`src/mbrm_pkg.sv`:
```
`default_nettype none

package mbrm_pkg;

  localparam int NUM_REGS     = 64;
  localparam int MAX_IO_WORDS = 32;
  localparam int ADDR_W       = (NUM_REGS > 1) ? $clog2(NUM_REGS) : 1;
  localparam int CNT_W        = $clog2(MAX_IO_WORDS + 1);
  localparam int WORD_W       = 16;
  localparam int CFG_IDX_W    = 1;

  localparam logic [7:0] FC_READ_HOLDING = 8'd3;
  localparam logic [7:0] FC_READ_INPUT   = 8'd4;
  localparam logic [7:0] FC_WRITE_SINGLE = 8'd6;
  localparam logic [7:0] FC_DIAGNOSTICS  = 8'd8;
  localparam logic [7:0] FC_WRITE_MULTI  = 8'd16;
  localparam logic [7:0] FC_REPORT_ID    = 8'd17;
  localparam logic [7:0] FC_ENCAP        = 8'd43;
  localparam logic [7:0] FC_EXC_FLAG     = 8'h80;

  localparam logic ACT_HEADER = 1'b0;
  localparam logic ACT_DATA   = 1'b1;

  localparam logic [CFG_IDX_W-1:0] CFG_HOLDING_BASE = 1'd0;
  localparam logic [CFG_IDX_W-1:0] CFG_INPUT_BASE   = 1'd1;

  typedef enum logic [1:0] {
    EXC_NONE     = 2'd0,
    EXC_ADDRESS  = 2'd1,
    EXC_DEVICE   = 2'd2,
    EXC_FUNCTION = 2'd3
  } exc_t;

  typedef struct packed {
    logic              action;
    logic [7:0]        fn_code;
    logic [WORD_W-1:0] start_address;
    logic [WORD_W-1:0] word_count;
    logic [WORD_W-1:0] value;
  } mbrm_req_t;

  typedef struct packed {
    logic [7:0]        resp_function;
    exc_t              exception;
    logic [7:0]        byte_count;
    logic [WORD_W-1:0] echo_address;
    logic [WORD_W-1:0] word;
    logic              last;
  } mbrm_resp_t;

  function automatic mbrm_resp_t exc_resp(input logic [7:0] fn, input exc_t exc);
    mbrm_resp_t r;
    r.resp_function = fn + FC_EXC_FLAG;
    r.exception     = exc;
    r.byte_count    = 8'd0;
    r.echo_address  = '0;
    r.word          = '0;
    r.last          = 1'b1;
    return r;
  endfunction

endpackage

`default_nettype wire

```
`src/mbrm_ram.sv`:
```
`default_nettype none

module mbrm_ram #(
  parameter int WIDTH = 16,
  parameter int DEPTH = 64,
  parameter int AW    = (DEPTH > 1) ? $clog2(DEPTH) : 1
) (
  input  wire logic             clk,
  input  wire logic             we,
  input  wire logic [AW-1:0]    waddr,
  input  wire logic [WIDTH-1:0] wdata,
  input  wire logic             re,
  input  wire logic [AW-1:0]    raddr,
  output logic      [WIDTH-1:0] rdata
);

  logic [WIDTH-1:0] mem [DEPTH];

  always_ff @(posedge clk) begin
    if (we) begin
      mem[waddr] <= wdata;
    end
    if (re) begin
      rdata <= mem[raddr];
    end
  end

endmodule

`default_nettype wire

```
`src/modbus_register_map_server.sv`:
```
// A response that needs no store read is registered into the output pair in the cycle
// after its word is accepted. A read of N registers streams N words, one per cycle while
// out_ready holds; the next word is taken once the last read has landed and the skid is empty.
// The single store read port sets throughput: one register per cycle while out_ready holds.
// Synchronous active-low reset clears the bases, write state and the per-entry valid bits,
// so every register reads as zero until written; no clearing pass is needed.
`default_nettype none

module modbus_register_map_server
  import mbrm_pkg::*;
(
  input  wire logic                 clk,
  input  wire logic                 rst_n,
  input  wire logic                 in_valid,
  output logic                      in_ready,
  input  wire mbrm_req_t            in_data,
  output logic                      out_valid,
  input  wire logic                 out_ready,
  output mbrm_resp_t                out_data,
  input  wire logic                 cfg_we,
  input  wire logic [CFG_IDX_W-1:0] cfg_index,
  input  wire logic [WORD_W-1:0]    cfg_data
);

  typedef enum logic [1:0] {
    ST_IDLE = 2'b01,
    ST_READ = 2'b10
  } state_t;

  state_t             state_r, state_nxt;
  logic [WORD_W-1:0]  holding_base_r, input_base_r;
  logic [NUM_REGS-1:0] valid_r;

  logic [WORD_W-1:0]  pending_r, pending_nxt;
  logic [ADDR_W-1:0]  wp_r, wp_nxt;
  logic               discard_r, discard_nxt;
  logic [WORD_W-1:0]  saved_start_r, saved_start_nxt;
  logic [WORD_W-1:0]  saved_count_r, saved_count_nxt;

  logic [7:0]         rd_fn_r, rd_fn_nxt;
  logic [CNT_W-1:0]   rd_cnt_r, rd_cnt_nxt;
  logic [CNT_W-1:0]   rd_idx_r, rd_idx_nxt;
  logic [ADDR_W-1:0]  rd_addr_r, rd_addr_nxt;
  logic               rd_pend_r, rd_pend_nxt;
  logic               rd_last_r, rd_last_nxt;
  logic               rd_vbit_r, rd_vbit_nxt;

  logic               out_v_r, out_v_nxt, skid_v_r, skid_v_nxt;
  mbrm_resp_t         out_d_r, out_d_nxt, skid_d_r, skid_d_nxt;

  logic               accept, pop, push, rd_issue;
  mbrm_resp_t         push_data;
  logic [1:0]         occ;
  logic [CNT_W-1:0]   idx_inc;

  logic [WORD_W-1:0]  base;
  logic [WORD_W:0]    off_ext, span;
  logic               below, range_ok, single_ok;

  logic               ram_we;
  logic [ADDR_W-1:0]  ram_waddr;
  logic [WORD_W-1:0]  ram_wdata, ram_q;

  mbrm_ram #(
    .WIDTH (WORD_W),
    .DEPTH (NUM_REGS),
    .AW    (ADDR_W)
  ) u_store (
    .clk   (clk),
    .we    (ram_we),
    .waddr (ram_waddr),
    .wdata (ram_wdata),
    .re    (rd_issue),
    .raddr (rd_addr_r),
    .rdata (ram_q)
  );

  assign in_ready  = (state_r == ST_IDLE) && !rd_pend_r && !skid_v_r;
  assign accept    = in_valid && in_ready;
  assign pop       = out_v_r && out_ready;
  assign out_valid = out_v_r;
  assign out_data  = out_d_r;

  // words held or in flight towards the output pair
  assign occ      = {1'b0, out_v_r} + {1'b0, skid_v_r} + {1'b0, rd_pend_r};
  assign rd_issue = (state_r == ST_READ) && ((occ < 2'd2) || (occ == 2'd2 && pop));
  assign idx_inc  = rd_idx_r + CNT_W'(1);

  // address checks
  always_comb begin
    base      = (in_data.fn_code == FC_READ_INPUT) ? input_base_r : holding_base_r;
    off_ext   = {1'b0, in_data.start_address} - {1'b0, base};
    below     = off_ext[WORD_W];
    span      = {1'b0, off_ext[WORD_W-1:0]} + {1'b0, in_data.word_count};
    range_ok  = !below && (span <= (WORD_W+1)'(NUM_REGS))
                && (in_data.word_count <= WORD_W'(MAX_IO_WORDS))
                && (in_data.word_count != '0);
    single_ok = !below && (off_ext[WORD_W-1:0] < WORD_W'(NUM_REGS));
  end

  always_comb begin
    state_nxt       = state_r;
    pending_nxt     = pending_r;
    wp_nxt          = wp_r;
    discard_nxt     = discard_r;
    saved_start_nxt = saved_start_r;
    saved_count_nxt = saved_count_r;
    rd_fn_nxt       = rd_fn_r;
    rd_cnt_nxt      = rd_cnt_r;
    rd_idx_nxt      = rd_idx_r;
    rd_addr_nxt     = rd_addr_r;
    rd_pend_nxt     = rd_issue;
    rd_last_nxt     = rd_last_r;
    rd_vbit_nxt     = rd_vbit_r;
    push            = 1'b0;
    push_data       = exc_resp(in_data.fn_code, EXC_FUNCTION);
    ram_we          = 1'b0;
    ram_waddr       = wp_r;
    ram_wdata       = in_data.value;

    if (rd_pend_r) begin
      push                   = 1'b1;
      push_data.resp_function = rd_fn_r;
      push_data.exception    = EXC_NONE;
      push_data.byte_count   = 8'({rd_cnt_r, 1'b0});
      push_data.echo_address = '0;
      push_data.word         = rd_vbit_r ? ram_q : '0;
      push_data.last         = rd_last_r;
    end

    if (rd_issue) begin
      rd_addr_nxt = rd_addr_r + ADDR_W'(1);
      rd_idx_nxt  = idx_inc;
      rd_last_nxt = (idx_inc == rd_cnt_r);
      rd_vbit_nxt = valid_r[rd_addr_r];
      if (idx_inc == rd_cnt_r) begin
        state_nxt = ST_IDLE;
      end
    end

    if (accept) begin
      if (in_data.action == ACT_DATA) begin
        if (pending_r != '0) begin
          ram_we      = !discard_r;
          wp_nxt      = wp_r + ADDR_W'(1);
          pending_nxt = pending_r - WORD_W'(1);
          if (pending_r == WORD_W'(1)) begin
            push = 1'b1;
            if (discard_r) begin
              discard_nxt = 1'b0;
              push_data   = exc_resp(FC_WRITE_MULTI, EXC_ADDRESS);
            end else begin
              push_data.resp_function = FC_WRITE_MULTI;
              push_data.exception    = EXC_NONE;
              push_data.byte_count   = 8'd0;
              push_data.echo_address = saved_start_r;
              push_data.word         = saved_count_r;
              push_data.last         = 1'b1;
            end
          end
        end
      end else begin
        // a new header drops any pending write
        pending_nxt = '0;
        discard_nxt = 1'b0;
        case (in_data.fn_code) inside
          FC_READ_HOLDING, FC_READ_INPUT: begin
            if (range_ok) begin
              state_nxt   = ST_READ;
              rd_fn_nxt   = in_data.fn_code;
              rd_cnt_nxt  = in_data.word_count[CNT_W-1:0];
              rd_idx_nxt  = '0;
              rd_addr_nxt = off_ext[ADDR_W-1:0];
            end else begin
              push      = 1'b1;
              push_data = exc_resp(in_data.fn_code, EXC_ADDRESS);
            end
          end
          FC_WRITE_SINGLE: begin
            push = 1'b1;
            if (single_ok) begin
              ram_we                 = 1'b1;
              ram_waddr              = off_ext[ADDR_W-1:0];
              push_data.resp_function = FC_WRITE_SINGLE;
              push_data.exception    = EXC_NONE;
              push_data.byte_count   = 8'd0;
              push_data.echo_address = in_data.start_address;
              push_data.word         = in_data.value;
              push_data.last         = 1'b1;
            end else begin
              push_data = exc_resp(in_data.fn_code, EXC_ADDRESS);
            end
          end
          FC_WRITE_MULTI: begin
            if (range_ok) begin
              pending_nxt     = in_data.word_count;
              wp_nxt          = off_ext[ADDR_W-1:0];
              saved_start_nxt = in_data.start_address;
              saved_count_nxt = in_data.word_count;
            end else if (in_data.word_count == '0) begin
              push      = 1'b1;
              push_data = exc_resp(in_data.fn_code, EXC_ADDRESS);
            end else begin
              discard_nxt = 1'b1;
              pending_nxt = in_data.word_count;
              wp_nxt      = '0;
            end
          end
          FC_DIAGNOSTICS, FC_REPORT_ID, FC_ENCAP: begin
            push      = 1'b1;
            push_data = exc_resp(in_data.fn_code, EXC_DEVICE);
          end
          default: begin
            push      = 1'b1;
            push_data = exc_resp(in_data.fn_code, EXC_FUNCTION);
          end
        endcase
      end
    end
  end

  // two-deep output: out register plus skid
  always_comb begin
    out_v_nxt  = out_v_r;
    skid_v_nxt = skid_v_r;
    out_d_nxt  = out_d_r;
    skid_d_nxt = skid_d_r;
    if (pop) begin
      if (skid_v_r) begin
        out_d_nxt = skid_d_r;
        if (push) begin
          skid_d_nxt = push_data;
        end else begin
          skid_v_nxt = 1'b0;
        end
      end else if (push) begin
        out_d_nxt = push_data;
      end else begin
        out_v_nxt = 1'b0;
      end
    end else if (push) begin
      if (!out_v_r) begin
        out_v_nxt = 1'b1;
        out_d_nxt = push_data;
      end else begin
        skid_v_nxt = 1'b1;
        skid_d_nxt = push_data;
      end
    end
  end

  always_ff @(posedge clk) begin
    if (!rst_n) begin
      state_r        <= ST_IDLE;
      holding_base_r <= '0;
      input_base_r   <= '0;
      valid_r        <= '0;
      pending_r      <= '0;
      wp_r           <= '0;
      discard_r      <= 1'b0;
      saved_start_r  <= '0;
      saved_count_r  <= '0;
      rd_pend_r      <= 1'b0;
      out_v_r        <= 1'b0;
      skid_v_r       <= 1'b0;
    end else begin
      state_r       <= state_nxt;
      pending_r     <= pending_nxt;
      wp_r          <= wp_nxt;
      discard_r     <= discard_nxt;
      saved_start_r <= saved_start_nxt;
      saved_count_r <= saved_count_nxt;
      rd_pend_r     <= rd_pend_nxt;
      out_v_r       <= out_v_nxt;
      skid_v_r      <= skid_v_nxt;
      if (ram_we) begin
        valid_r[ram_waddr] <= 1'b1;
      end
      if (cfg_we) begin
        case (cfg_index)
          CFG_HOLDING_BASE: holding_base_r <= cfg_data;
          CFG_INPUT_BASE:   input_base_r   <= cfg_data;
          default: ;
        endcase
      end
    end
  end

  always_ff @(posedge clk) begin
    rd_fn_r   <= rd_fn_nxt;
    rd_cnt_r  <= rd_cnt_nxt;
    rd_idx_r  <= rd_idx_nxt;
    rd_addr_r <= rd_addr_nxt;
    rd_last_r <= rd_last_nxt;
    rd_vbit_r <= rd_vbit_nxt;
    out_d_r   <= out_d_nxt;
    skid_d_r  <= skid_d_nxt;
  end

  a_no_overflow: assert property (@(posedge clk) disable iff (!rst_n)
    !(push && out_v_r && skid_v_r && !pop))
    else $error("output pair overflow");

  a_skid_behind_out: assert property (@(posedge clk) disable iff (!rst_n)
    skid_v_r |-> out_v_r)
    else $error("skid holds a word while out register is empty");

  a_landing_vs_accept: assert property (@(posedge clk) disable iff (!rst_n)
    rd_pend_r |-> !accept)
    else $error("store read lands while an item is accepted");

  a_discard_pending: assert property (@(posedge clk) disable iff (!rst_n)
    discard_r |-> (pending_r != '0))
    else $error("discard set with no words pending");

  a_read_bounds: assert property (@(posedge clk) disable iff (!rst_n)
    (state_r == ST_READ) |-> (rd_idx_r < rd_cnt_r))
    else $error("read index beyond request count");

endmodule

`default_nettype wire

```
`config.mk`:
```
export PLATFORM = sky130hd
export DESIGN_NAME = modbus_register_map_server
export DESIGN_NICKNAME = d
export VERILOG_FILES = /design/src/mbrm_pkg.sv /design/src/mbrm_ram.sv /design/src/modbus_register_map_server.sv
export SDC_FILE = /design/constraint.sdc
export NUM_CORES = 2
export LEC_CHECK = 0
export BUFFER_PORTS_ARGS = -buffer_cell sky130_fd_sc_hd__buf_2
export CORE_MARGIN = 2
export CORE_UTILIZATION = 50
export CTS_CLUSTER_SIZE = 24
export DETAILED_ROUTE_END_ITERATION = 8
export PLACE_DENSITY = 0.75
export SLEW_MARGIN = 20
export SYNTH_ARGS = -nofsm -noshare
export SYNTH_HDL_FRONTEND = slang
export SYNTH_HIERARCHICAL = 1
export SYNTH_SLANG_ARGS = --single-unit
```
`constraint.sdc`:
```
create_clock -name clk -period 27.7 [get_ports clk]
set_input_delay 4.155 -clock clk [delete_from_list [all_inputs] [get_ports clk]]
set_output_delay 4.155 -clock clk [all_outputs]
set_load 0.02 [all_outputs]
```
==> results.sh <==
export IMPL_cts_tree="built"
export IMPL_layout_commonest_cell="edfxtp_1"
export IMPL_synthXorXnorAreaFrac_pct=0.657
export IMPL_max_freq_mhz=87.2
export IMPL_synth_top_cell_area_share_pct=63.4
export IMPL_slowest_delay_ps=850
export IMPL_drc=0
export IMPL_clk_insertion_delay_late_ps=740
export IMPL_num_vias=31323
export IMPL_grt_pass1_vias=31016
export IMPL_antenna_found_initial=4
export IMPL_drt_vias_per_instance=6.26
export IMPL_totalWireLength_um=130000
export IMPL_critical_path_top_delay_family="compound AO/OA/AOI/OAI gates"
export IMPL_core_area_mm2=0.109
export IMPL_ys_seq_area_share_pct=69.6
export IMPL_p_leak_nw=19.9
export IMPL_finalWorstPathRequiredPeriod_ps=11470
export IMPL_skew_ps=92.2
export IMPL_required_ps=28090
export IMPL_grt_start_max_net_pins=87
export IMPL_avgSynthCellArea_um2=16.5
export IMPL_synth_area_leaders="edfxtp_1 (63%), mux4_2 (9.5%), dfxtp_1 (6.2%), mux2i_1 (3.1%), nand2_1 (1.6%)"
export IMPL_synth_top_cell_by_area="edfxtp_1"
export IMPL_ant_nets=0
export IMPL_die_h_um=335
export IMPL_dp_hpwl_um=81100
export IMPL_fp_dieW_um=335
export IMPL_grt_util_all_layers_pct=23.2
export IMPL_synth_compound_area_share_pct=6.94
export IMPL_synth_simple_area_share_pct=5.79
export IMPL_rsz0062_at_grt="no"
export IMPL_setup_viol=0
export IMPL_setup_tns_ps=0
export IMPL_ctsLongestPathBuffers=3
export IMPL_arrival_ps=11860
export IMPL_htreeDepth=3
export IMPL_muxShareOfSynthArea_pct=13.8
export IMPL_place_gp_congestion=0.905
export IMPL_hold_violations=0
export IMPL_yosysWarnings=6
export IMPL_syn_to_final_growth_pct=11.8
export IMPL_synthCells=3309
export IMPL_cts_root_buf="clkbuf_16"
export IMPL_crit_slowest_cell="o21ai_0"
export IMPL_synth_cell_area_mm2=0.0546
export IMPL_drt_first_pass_iters=6
export IMPL_die_area_mm2=0.112
export IMPL_status="completed"
export IMPL_critPathLaunchType="primary input"
export IMPL_fillers=8004
export IMPL_maxCapViolCount=0
export IMPL_initial_core_util_pct=50.3
export IMPL_layout_common_cells="edfxtp_1 (1154), mux4_2 (230), nand2_1 (226)"
export IMPL_post_cts_buffers=0
export IMPL_wl_per_cell_um=26.1
export IMPL_p_per_area_mw_per_mm2=67.2
export IMPL_multiInputGateArea_mm2=0.0155
export IMPL_cts_made_buffers=121
export IMPL_ir_drop_mv=0.0607
export IMPL_slew_viol_final=0
export IMPL_drive_gt1_share_pct=21.0
export IMPL_postCtsHoldBufs=0
export IMPL_worstSetupPathType="in -> reg"
export IMPL_synth_fa_ha_area_share_pct=0.980
export IMPL_cp_end_kind="register"
export IMPL_maxSlewHeadroom_pct=23.9
export IMPL_rows=121
export IMPL_power_mw=4.10
export IMPL_worst_pin_slew_ps=1110
export IMPL_post_route_period_util_pct=41.4
export IMPL_io_pins=132
export IMPL_final_core_util_pct=56.3
export IMPL_drt_iter0_drc=3678
export IMPL_clkTransAtPathRegs_ps=60
export IMPL_port_buffers=129
export IMPL_cts_resized=0
export IMPL_num_nets_final=3601
export IMPL_grt_overflow=0
export IMPL_ys_async_sr_fraction_pct=0
export IMPL_synth_flop_cell="edfxtp_1"
export IMPL_synth_edf_count=1154
export IMPL_synth_top_family_by_area="multiplexers"
export IMPL_crit_buf_inv=5
export IMPL_ff_latch_area_mm2=0.0380
export IMPL_crit_fanout=49
export IMPL_ys_ff_latch=1322
export IMPL_grt_pass1_wl_um=196000
export IMPL_cts_sinks=1322
export IMPL_ys_types=80
export IMPL_hp_class="reg -> reg"
==> stage by stage <==
stage / instances / hold slack (ps) / area, µm² / setup WS, ps
final: 5003 / 448 / 61100 / 16230
after global routing: 5000 / 475 / 61100 / 15580
after CTS: 5000 / 453 / 61100 / 16360
after detailed placement: 4772 / 439 / 56900 / 15690
after global placement: 4772 / 426 / 56900 / 16010
after floorplan: 3310 / 414 / 54600 / 14410
==> per-layer routing <==
layer	GRT usage (%)	part of all wire [%]
met1	31.7	39
met2	38.1	49
met3	3.72	8.3
met4	8.32	3.8
met5	0	0.010
==> worst paths after layout <==
check | start | end | depth (start not counted) | slack [ps]
setup / recovery | in_data[51] | out_data[20] | 25 | 16230
setup reg to reg | holding_base_r[0] | out_data[20] | 20 | 20900
hold reg to reg | valid_r[35] | valid_r[35] | 2 | 450
hold / removal | valid_r[35] | valid_r[35] | 2 | 450
==> tightest hold or removal path, cell delays in order (launching register included) <==
cell,delay [ps]
dfxtp_1,320
nand2_1,50
o31ai_1,50
==> registers in the layout, indices dropped and copies added, names as in the netlist, 2 cells and up <==
name and flops:
rd_fn_r 8, rd_addr_r 6, saved_start_r 16, skid_d_r 49, holding_base_r 16, rd_cnt_r 6, input_base_r 16, wp_r 6
saved_count_r 16, valid_r 64, pending_r 16, rd_idx_r 6, u_store/rdata 16, u_store/mem 1024, out_data 49, state_r 2
==> cell families (layout without fill, tap and decap cells) <==
| family | Yosys count | in the layout |
|---|---|---|
| flops | 1322 | 1322 |
| simple gates | 673 | 673 |
| compound gates | 542 | 542 |
| mux | 456 | 456 |
| buf+inv | 233 | 509 |
| fa+ha+maj | 41 | 41 |
| xor+xnor | 41 | 41 |
| other cells | 1 | 5 |
==> layout make-up <==
cell class              count  share of cell area, %
flip-flops and latches   1322                   62.3
inverters                  32                  0.197
repair buffers            249                   2.53
clock inverters            78                   1.55
diodes                      3                 0.0123
well taps                1414                   2.90
clock buffers             150                   5.20
multi-input cells        1755                   25.3
==> report_power, final <==
part	leakage [nW]	switching, mW	total [mW]	internal, mW
Clock	2.01	0.735	1.71	0.978
Combinational	6.02	0.144	0.206	0.0612
Sequential	11.8	0.00833	2.18	2.17
Total	19.9	0.888	4.10	3.21
==> cells in the mapped netlist (19+ instances only) <==
master / n
o21ai_0: 52
ha_1: 38
nor2b_1: 41
mux2_2: 50
dfxtp_1: 168
a211oi_1: 19
buf_2: 35
a22o_1: 37
inv_1: 32
mux4_2: 230
a22oi_1: 66
mux2i_1: 170
xor2_1: 27
o31ai_1: 58
clkbuf_1: 114
a221oi_1: 24
nand2_1: 227
nand3_1: 46
nor2_1: 181
a21o_1: 42
buf_4: 19
a31oi_1: 19
and3_1: 24
edfxtp_1: 1154
nor3_1: 41
a21oi_1: 124
and2_1: 20
Note: power is estimated with default switching activity, not from simulation.
